## src/design/srpc_pkg.sv

```systemverilog
package srpc_pkg;

  // Line and channel geometry
  localparam int LINE_LENGTH   = 10;
  localparam int NUM_RELAYS    = 11;
  localparam int NUM_PWM       = 7;
  localparam int MAX_DIGIT_POS = 5;

  localparam int POS_W     = $clog2(LINE_LENGTH);
  localparam int RLY_IDX_W = (NUM_RELAYS > 1) ? $clog2(NUM_RELAYS) : 1;
  localparam int CHAN_W    = 4;
  localparam int TIMER_W   = 16;

  localparam logic [TIMER_W-1:0] PULSE_TICKS_RESET = 16'd10000;

  // Command queue depth
  localparam int CMD_FIFO_DEPTH = 4;
  localparam int CMD_PTR_W      = $clog2(CMD_FIFO_DEPTH);

  // Character codes
  localparam logic [7:0] CHAR_NL = 8'h0A;
  localparam logic [7:0] CHAR_0  = 8'h30;
  localparam logic [7:0] CHAR_9  = 8'h39;
  localparam logic [7:0] CHAR_A  = 8'h61;
  localparam logic [7:0] CHAR_Z  = 8'h7A;

  // Result kinds
  localparam logic KIND_RELAY = 1'b0;
  localparam logic KIND_PWM   = 1'b1;

  typedef enum logic [1:0] {
    OP_TICK,
    OP_RELAY,
    OP_PWM
  } op_e;

  // One classified command, front to back
  typedef struct packed {
    op_e               op;
    logic [CHAN_W-1:0] chan;
    logic [7:0]        value;
  } cmd_t;

  // One pin update
  typedef struct packed {
    logic              kind;
    logic [CHAN_W-1:0] channel;
    logic              pin_level;
    logic              pwm_enable;
    logic [7:0]        duty;
    logic              last;
  } result_t;

  function automatic result_t relay_result(logic [CHAN_W-1:0] ch, logic level, logic last);
    result_t r;
    r.kind       = KIND_RELAY;
    r.channel    = ch;
    r.pin_level  = level;
    r.pwm_enable = 1'b0;
    r.duty       = 8'd0;
    r.last       = last;
    return r;
  endfunction

  // Duty is inverted; both extremes park the pin and stop the generator
  function automatic result_t pwm_result(logic [CHAN_W-1:0] ch, logic [7:0] value);
    result_t r;
    logic [7:0] d;
    d            = ~value;
    r.kind       = KIND_PWM;
    r.channel    = ch;
    r.duty       = d;
    r.last       = 1'b1;
    if (d == 8'd0) begin
      r.pin_level  = 1'b1;
      r.pwm_enable = 1'b0;
    end else if (d == 8'hFF) begin
      r.pin_level  = 1'b0;
      r.pwm_enable = 1'b0;
    end else begin
      r.pin_level  = 1'b0;
      r.pwm_enable = 1'b1;
    end
    return r;
  endfunction

endpackage

```

## src/design/srpc_cmd_fifo.sv

```systemverilog
module srpc_cmd_fifo import srpc_pkg::*; (
  input  logic clk_i,
  input  logic rst_ni,
  input  logic push_i,
  input  cmd_t data_i,
  input  logic pop_i,
  output cmd_t head_o,
  output logic full_o,
  output logic empty_o
);

  cmd_t                 mem_q [CMD_FIFO_DEPTH];
  logic [CMD_PTR_W-1:0] wr_ptr_q, rd_ptr_q;
  logic [CMD_PTR_W:0]   count_q;

  assign full_o  = (count_q == (CMD_PTR_W + 1)'(CMD_FIFO_DEPTH));
  assign empty_o = (count_q == '0);
  assign head_o  = mem_q[rd_ptr_q];

  // Pointers and fill level
  always_ff @(posedge clk_i or negedge rst_ni) begin
    if (!rst_ni) begin
      wr_ptr_q <= '0;
      rd_ptr_q <= '0;
      count_q  <= '0;
    end else begin
      if (push_i) wr_ptr_q <= wr_ptr_q + 1'b1;
      if (pop_i)  rd_ptr_q <= rd_ptr_q + 1'b1;
      if (push_i && !pop_i)      count_q <= count_q + 1'b1;
      else if (!push_i && pop_i) count_q <= count_q - 1'b1;
    end
  end

  always_ff @(posedge clk_i) begin
    if (push_i) mem_q[wr_ptr_q] <= data_i;
  end

`ifndef SYNTHESIS
  a_no_overflow: assert property (@(posedge clk_i) disable iff (!rst_ni)
    push_i |-> !full_o)
    else $error("command queue overflow");
  a_no_underflow: assert property (@(posedge clk_i) disable iff (!rst_ni)
    pop_i |-> !empty_o)
    else $error("command queue underflow");
`endif

endmodule

```

## config.mk

```make
export PLATFORM = sky130hd
export DESIGN_NAME = srpc_cmd_fifo
export DESIGN_NICKNAME = d
export VERILOG_FILES = /design/src/design/srpc_pkg.sv /design/src/design/srpc_cmd_fifo.sv
export SDC_FILE = /design/constraint.sdc
export NUM_CORES = 1
export LEC_CHECK = 0
export BUFFER_PORTS_ARGS = -buffer_cell sky130_fd_sc_hd__buf_2
export CAP_MARGIN = 20
export CORE_MARGIN = 2
export CORE_UTILIZATION = 40
export CTS_BUF_LIST = sky130_fd_sc_hd__clkbuf_16
export DETAILED_ROUTE_END_ITERATION = 7
export PLACE_DENSITY = 0.62
export SYNTH_ARGS = -nofsm -noshare
export SYNTH_HDL_FRONTEND = slang
export SYNTH_SLANG_ARGS = --single-unit
```

## constraint.sdc

```tcl
create_clock -name clk_i -period 1.6 [get_ports clk_i]
set_clock_uncertainty 0.05 [all_clocks]
set_input_delay 0.4 -clock clk_i [delete_from_list [all_inputs] [get_ports clk_i]]
set_output_delay 0.4 -clock clk_i [all_outputs]
set_load 0.02 [all_outputs]
```

==> results of run 1 <==
## area by class of cell
cell class,count,area [um^2]
sequential,63,1859
clock buffer,9,225.2
inverter,4,15.01
timing repair buffer,54,421.7
tap,75,93.84
multi-input combinational,37,525.5
fill,470,2726
clock inverter,7,53.80
## critical path, stage by stage, from the launching register on
cell	delay, ps
dfrtp_1	390
buf_6	180
mux4_2	530
buf_6	150
## metrics by stage
step           power, mW  setup slack (ps)
2_1_floorplan      3.570            -3.579
3_3_place_gp       4.122            -111.6
3_5_place_dp       4.192            -139.3
4_1_cts            6.351            -441.1
5_1_grt            6.670            -486.2
6_report           6.348            -417.7
## power by group through the flow
stage	combinational [mW]	clock, mW	sequential (mW)
final	2.22	1.77	2.35
after global routing	2.39	1.89	2.39
after CTS	2.19	1.80	2.36
after detailed placement	1.82	0	2.37
after global placement	1.79	0	2.33
after floorplan	1.25	0	2.32
## sequential cells by signal, summed over array words and instances (netlist names)
name and cells:
wr_ptr_q 2, count_q 3, mem_q 56, rd_ptr_q 2
## placed cells by master, fill, tap and decap left out, drive strengths merged, types with 2 or more instances in the layout
master / instances
edfxtp: 56
buf: 53
xnor2: 2
dfrtp: 7
mux4: 14
ha: 5
and2: 4
inv: 4
nand2: 2
xor2: 4
clkbuf: 9
clkinv: 6
## metal layers
| metal | track usage (%) | part of all wire, % | up-vias |
|---|---|---|---|
| li1 | - | - | 551 |
| met1 | 16.59 | 42 | 587 |
| met4 | 7.500 | 2.7 | 0 |
| met5 | 0 | 0 | - |
| met3 | 4.348 | 4.8 | 10 |
| met2 | 22.90 | 51 | 36 |
## cells by family after synthesis
kind of cell    share of synthesized area, %
xor+xnor                               2.148
simple gates                           1.995
fa+ha+maj                              3.376
compound gates                        0.2044
flops                                  75.91
mux                                    14.27
buf+inv                                2.097
## final timing paths
path / from / end / slack, ps / cells after the start
min in group asynchronous: rst_ni / count_q[0] / 390 / 2
worst min-delay path: data_i[1] / mem_q[3][1] / 240 / 1
worst max register to register: count_q[0] / count_q[2] / 50 / 5
worst min register to register: count_q[2] / count_q[2] / 470 / 1
max in group asynchronous: rst_ni / count_q[1] / 940 / 2
worst max-delay path: rd_ptr_q[0] / head_o[3] / -420 / 3
## what timing repair did
action | 4_1_cts | 5_1_grt
setup buffers | 0 | 3
hold endpoints to repair | 7 | 0
resized for setup | 37 | 4
pin swaps | 0 | 1
setup endpoints to repair | 16 | 16
hold buffers | 1 | 0
gates cloned | 0 | 0
==> results.md, run 1 <==
* I/O pins at 34
* Syn Area/Cell at 22.86 um^2
* Slew @ Worst Pin at 199.1 ps
* Ratio of final minimum period to clock period at 126.1%
* Routability cong. at 0.7063
* Largest fanout on the critical path at 7
* Worst-path clk slew at 50 ps
* Clock Path Buffers at 2
* Share of cells above drive strength 1 at 47.70%
* Share of the synthesized area in the top cell type at 68.75%
* Leak Pwr at 1.202 nW
* Rows at 28
* CTS tree: built
* Final setup fails at 14
* Worst skew pair latency at 320 ps
* Fin Hold WS at 243.0 ps
* Rel. slew slack at 86.63%
* Status: complete, but fails checks
* Crit. End Element: output pin
* Clock power frac at 27.9%
* Max Fclk at 495.6 MHz
* Max cap viols at 0
* Routed vias at 1,184
* Post-synth EDFFs at 56
* Routed Antenna Nets at 0
* Placed cell count at 229
* First DRT Iteration DRCs at 71
* Post-layout util at 53.95%
* Post-synth cell types at 19
* Crit path time final at 2018 ps
* Cell taking the most area after synthesis: edfxtp_1
* Sw frac at 28.45%
* # diodes at 0
* Hpwl dp at 2838 um
* Worst Hold Class: in -> reg
* Psw at 1.806 mW
* P_int at 4.542 mW
* Final worst slack at -417.7 ps
* Final Max Tran Viols at 0
* Setup TNS at -5520 ps
* Final non-filler cell area at 3194 um^2
* Die Footprint at 6757 um^2
* Max IR drop VDD at 0.8885 mV
* Final nets at 193
* Routed wire length at 3996 um
* FF+latch count, synth at 63
* Syn_nets at 131
* Port bufs at 33
* Top_reg_cell synth: edfxtp_1
* Die W at 82.20 um
* Crit start category: flop
* Chip Height at 82.20 um
* Failing checks: setup timing
* CTS buffer count at 9
* Starting Density at 41.31%
* DP Area at 2796 um^2
* RSZ-0062 raised after global routing: yes
* Pin count of the biggest net entering global routing at 11
* Pwr per Cell Area at 1987 nW/um^2
* Clk sinks at 63
* First-pass GRT wire length at 6506 um
* Layout Cells excl Fill at 249
* Core area at 5921 um^2
* Post-synth ARST share at 11.11%
* Antenna violations before repair at 0
* Synth Warn # at 0
* Top post-synthesis cells by area: edfxtp_1, mux4_2, dfrtp_1
* Vias in the first global route at 1,271
* Synthesized cell area at 2446 um^2
* Clock Root Buffer: clkbuf_16
* CP Class: reg -> out
* Post-Synthesis Cells at 107
* Layout area overhead at 30.59%
* Commonest cells in the netlist: edfxtp_1, mux4_2, dfrtp_1
* Critical Path RT at 1150 ps
* Final Hold Fails at 0
* Comb pwr share at 35.0%
* Grt ovf at 0
* Via/cell ratio at 4.755
* Gr usage total at 14.01%
* Crit path arrival time at 1570 ps
* Seq/Total Area, Yosys at 75.91%
* Seq pwr share at 37.1%
* Drt drc at 0
* # H-tree levels at 3
* Wire per inst at 16.05 um
* Initial DRT Pass Iterations at 5
* Top-count cell post-synth: edfxtp_1
Power figures use the tool's default switching activity.
==> run 2: changes to the inputs <==
Settings changed: CORE_MARGIN 2 to default.
==> run 2 against run 1 <==
Effect of this change: the flow still finishes with violations (setup timing); largest power group is now combinational cells; clock-buffer cell count unchanged; wire length decreased by 0.23%; design area increased by 1.3%.
==> results.md, run 2 (synthesis results as in run 1) <==
* Hpwl dp at 2702 um
* Post-layout util at 54.63%
* Chip Height at 80.20 um
* Number of fill cells at 462
* Footprint of the multi-input gates at 525.5 um^2
* Rel. slew slack at 88.20%
* CP Launch Point: rd_ptr_q[0]
* Crit start category: flop
* Initial DRT Pass Iterations at 2
* CP Capture Point: head_o[1]
* Max FFs per register at 56
* RR Endpoint: count_q[2]
* Worst-path clk slew at 50 ps
* Pwr per Cell Area at 2006 nW/um^2
* RSZ-0062 raised after global routing: yes
* Via/cell ratio at 4.719
* Top flop regs: mem_q: 56 flops, count_q: 3 flops
* Final worst slack at -429.4 ps
* Rows at 28
* Largest fanout on the critical path at 7
* Starting Density at 41.31%
* Routed wire length at 3987 um
* Drt drc at 0
* Share of cells above drive strength 1 at 46.55%
* Critical Path RT at 1150 ps
* Pin count of the biggest net entering global routing at 11
* Commonest non-fill, non-tap cell in the layout: edfxtp_1
* Crit path arrival time at 1580 ps
* Comb pwr share at 36.6%
* Layout Cells excl Fill at 249
* Clock Root Buffer: clkbuf_16
* Clock Path Buffers at 2
* Sw frac at 28.24%
* Seq pwr share at 36.0%
* Reg2Reg Setup Slack at 40 ps
* Final setup fails at 14
* # H-tree levels at 3
* Core area at 5921 um^2
* Leak Pwr at 1.221 nW
* Placed cell count at 227
* Die Footprint at 6432 um^2
* Port bufs at 33
* Worst skew pair latency at 320 ps
* Failing checks: setup timing
* Routability cong. at 0.7246
* Clock power frac at 27.4%
* Largest Register: mem_q
* Final Max Tran Viols at 0
* Hold depth at 1
* Status: complete, but fails checks
* Grt ovf at 0
* Wire per inst at 16.01 um
* FF-to-FF Start: count_q[0]
* Die W at 80.20 um
* Antenna violations before repair at 0
* Register area at 1857 um^2
* Gr usage total at 14.30%
* Layout area overhead at 32.22%
* Max cap viols at 0
* Final Hold Fails at 0
* Crit. End Element: output pin
* Final nets at 193
* Commonest non-fill, non-tap cells in the layout: edfxtp_1, buf_2, buf_4, buf_6, mux4_2
* Clk sinks at 63
* Psw at 1.832 mW
* I/O pins at 34
* Worst Hold Class: in -> reg
* CTS tree: built
* Max IR drop VDD at 0.8951 mV
* Vias in the first global route at 1,336
* Routed vias at 1,175
* Routed Antenna Nets at 0
* CTS buffer count at 9
* Ratio of final minimum period to clock period at 126.8%
* P_int at 4.655 mW
* Crit path time final at 2029 ps
* Slew @ Worst Pin at 177.0 ps
* First-pass GRT wire length at 6410 um
* Max Fclk at 492.8 MHz
* R2R cell count at 5
* # diodes at 0
* CP Class: reg -> out
* First DRT Iteration DRCs at 76
[run 2: changes by cell type in the layout (fill, tap and decap cells not counted)]
cell,before,now
dfrtp_1,5,7
buf_2,17,18
buf_12,0,2
buf_4,21,17
dfrtp_2,2,0
buf_16,0,1
[run 2: critical path: stages (launching register included)]
cell and delay [ps]:
dfrtp_1 360, buf_6 120, buf_12 130, mux4_2 510
buf_6 150
[run 2: final cells by class]
class	count	share of cell area, %
Sequential cell	63	57.41
Multi-Input combinational cell	37	16.25
Timing Repair Buffer	54	14.35
Clock inverter	7	1.663
Tap cell	75	2.901
Inverter	4	0.4642
Clock buffer	9	6.963
[run 2: how the worst min path moves through the flow]
stage / from / to
4_1_cts: data_i[11] / mem_q[1][11]
5_1_grt: data_i[5] / mem_q[2][5]
3_3_place_gp: rst_ni / count_q[1]
2_1_floorplan: rst_ni / count_q[0]
6_report: data_i[3] / mem_q[3][3]
3_5_place_dp: rst_ni / count_q[0]
[run 2: power groups by stage]
stage	registers, mW	clock network [mW]	logic (mW)
after floorplan	2.32	0	1.25
after global routing	2.37	1.88	2.56
final	2.33	1.78	2.38
after CTS	2.32	1.81	2.39
after detailed placement	2.37	0	1.82
after global placement	2.33	0	1.78
[run 2: routing by layer]
metal | track usage (%) | vias up | share of wire [%]
li1 | - | 553 | -
met1 | 16.88 | 592 | 43
met2 | 23.76 | 24 | 52
met3 | 5.341 | 6 | 4.1
met4 | 5.357 | 0 | 1.3
met5 | 0 | - | 0
[run 2: metrics by stage]
step	TNS [ps]	hold WS [ps]	total power, mW	worst slack, ps	area, um^2
after floorplan	-28.63	54.41	3.570	-3.579	2446
after global placement	-1398	189.6	4.107	-136.5	2794
after detailed placement	-1948	195.0	4.184	-160.5	2794
after CTS	-6037	239.8	6.520	-456.0	3217
after global routing	-6647	237.5	6.802	-489.6	3234
final	-5786	247.7	6.487	-429.4	3234
[run 2: timing repair]
| action | 4_1_cts | 5_1_grt |
|---|---|---|
| pin swaps | 0 | 0 |
| cloned | 1 | 0 |
| setup endpoints to repair | 15 | 16 |
| resized for setup | 38 | 4 |
| hold buffers | 1 | 0 |
| hold endpoints to repair | 7 | 0 |
| setup buffers | 4 | 0 |
==> run 3: changes to the inputs <==
Settings changed: CTS_BUF_LIST sky130_fd_sc_hd__clkbuf_16 to default.
==> run 3 against run 2 <==
Effect of this change: the flow still finishes with violations (setup timing); setup slack got worse by 32 ps; non-clock buffer count rose by 1; via count rose by 0.26%; hold slack got worse by 18 ps; clock power fell by 17%; design area fell by 1.7%; power fell by 5.0%; clock-buffer cell count rose by 5; sequential share of layout area rose by 0.99 points; flip-flop and latch count did not move; core utilization fell by 0.93 points; die area did not move; critical path type unchanged.
==> results.md, run 3 (synthesis results as in run 1) <==
* Final Hold Fails at 0
* CTS tree: built
* Worst skew pair latency at 330 ps
* Drt drc at 0
* Routed Antenna Nets at 0
* Via/cell ratio at 4.712
* Worst Hold Endpoint: mem_q[1][5]
* Rel. slew slack at 88.17%
* Post-layout util at 53.70%
* Commonest non-fill, non-tap cells in the layout: edfxtp_1, buf_4, buf_2, buf_6
* First DRT Iteration DRCs at 49
* Starting Density at 41.31%
* Top flop regs: mem_q: 56 flops, count_q: 3 flops
* Hold depth at 1
* Final worst slack at -461.2 ps
* Crit path time final at 2061 ps
* Comb pwr share at 38.3%
* Final Max Tran Viols at 0
* Clock power frac at 24.0%
* Sw frac at 28.78%
* First-pass GRT wire length at 6341 um
* Ratio of final minimum period to clock period at 128.8%
* I/O pins at 34
* Final setup fails at 14
* Max Fclk at 485.1 MHz
* Routed wire length at 3953 um
* Commonest non-fill, non-tap cell in the layout: edfxtp_1
* Max IR drop VDD at 1.110 mV
* Slew @ Worst Pin at 177.4 ps
* Crit path arrival time at 1610 ps
* Chip Height at 80.20 um
* RR Endpoint: count_q[2]
* Clock Path Buffers at 2
* Port bufs at 33
* Wire per inst at 15.81 um
* Psw at 1.774 mW
* Initial DRT Pass Iterations at 3
* Pin count of the biggest net entering global routing at 11
* Routability cong. at 0.7246
* Rows at 28
* Crit start category: flop
* Clk sinks at 63
* FF-to-FF Start: count_q[0]
* Vias in the first global route at 1,309
* Core area at 5921 um^2
* Critical Path RT at 1150 ps
* # H-tree levels at 3
* P_int at 4.390 mW
* Worst Hold Class: in -> reg
* Hold_sp: data_i[5]
* Largest fanout on the critical path at 7
* Status: complete, but fails checks
* Final nets at 194
* Worst-path clk slew at 70 ps
* Gr usage total at 14.47%
* Leak Pwr at 1.200 nW
* CP Class: reg -> out
* Antenna violations before repair at 0
* Dpl ws at -160.5 ps
* Share of cells above drive strength 1 at 50.29%
* Grt ovf at 0
* Clock Root Buffer: clkbuf_8
* Max cap viols at 0
* Largest Register: mem_q
* CTS buffer count at 9
* RSZ-0062 raised after global routing: yes
* Max FFs per register at 56
* Routed vias at 1,178
* Die W at 80.20 um
* # diodes at 0
* Failing checks: setup timing
* Die Footprint at 6432 um^2
* Hpwl dp at 2702 um
* Reg2Reg Setup Slack at 70 ps
* Crit. End Element: output pin
* Number of fill cells at 474
* Pwr per Cell Area at 1939 nW/um^2
* Layout area overhead at 29.97%
* DP Area at 2794 um^2
* Final non-filler cell area at 3179 um^2
* R2R cell count at 5
* Seq pwr share at 37.7%
## run 3: worst max-delay path, stage by stage (launching register included)
cell,delay (ps)
dfrtp_1,370
buf_6,130
buf_12,130
mux4_2,510
buf_6,150
## run 3: power groups by stage
stage	clock network [mW]	registers, mW	logic [mW]
CTS	1.51	2.32	2.39
finish	1.48	2.33	2.36
global placement	0	2.33	1.78
detailed placement	0	2.37	1.82
floorplan	0	2.32	1.25
global route	1.57	2.36	2.54
## run 3: worst max path at each step
stage               depth (start not counted)        end  slack (ps)        start
global route                                4  head_o[4]        -540  rd_ptr_q[0]
CTS                                         4  head_o[3]        -490  rd_ptr_q[0]
finish                                      4  head_o[1]        -460  rd_ptr_q[0]
floorplan                                   3  head_o[1]          -4  rd_ptr_q[0]
detailed placement                          3  head_o[3]        -160  rd_ptr_q[0]
global placement                            3  head_o[3]        -140  rd_ptr_q[0]
## run 3: timing repair
item	CTS	global route
hold buffers	1	0
cloned	1	0
pin swaps	0	1
buffers inserted	4	2
gates resized for setup	39	6
endpoints found under the setup margin	16	17
endpoints found under the hold margin	7	0
## run 3: final cells by class
cell class | instances | area, um^2 | share of cell area (%)
flip-flops and latches | 63 | 1857 | 58.40
multi-input cells | 37 | 528.0 | 16.61
repair buffers | 55 | 457.9 | 14.40
clock buffers | 14 | 192.7 | 6.061
well taps | 75 | 93.84 | 2.952
clock inverters | 2 | 35.03 | 1.102
inverters | 4 | 15.01 | 0.4723
## run 3: metrics by stage
stage | hold slack (ps) | total power [mW] | TNS [ps] | cells
after floorplan | 54.41 | 3.570 | -28.63 | 107
after global placement | 189.6 | 4.107 | -1398 | 227
after global routing | 210.9 | 6.471 | -7257 | 250
after CTS | 212.9 | 6.230 | -6459 | 249
final | 230.0 | 6.165 | -6234 | 250
after detailed placement | 195.0 | 4.184 | -1948 | 227
## run 3: layer usage
metal	vias up	wire length, um	track usage, %
met2	23	2036	23.08
met4	0	64	5.357
met1	596	1662	17.13
met3	7	190	6.705
met5	-	0	0
li1	552	-	-
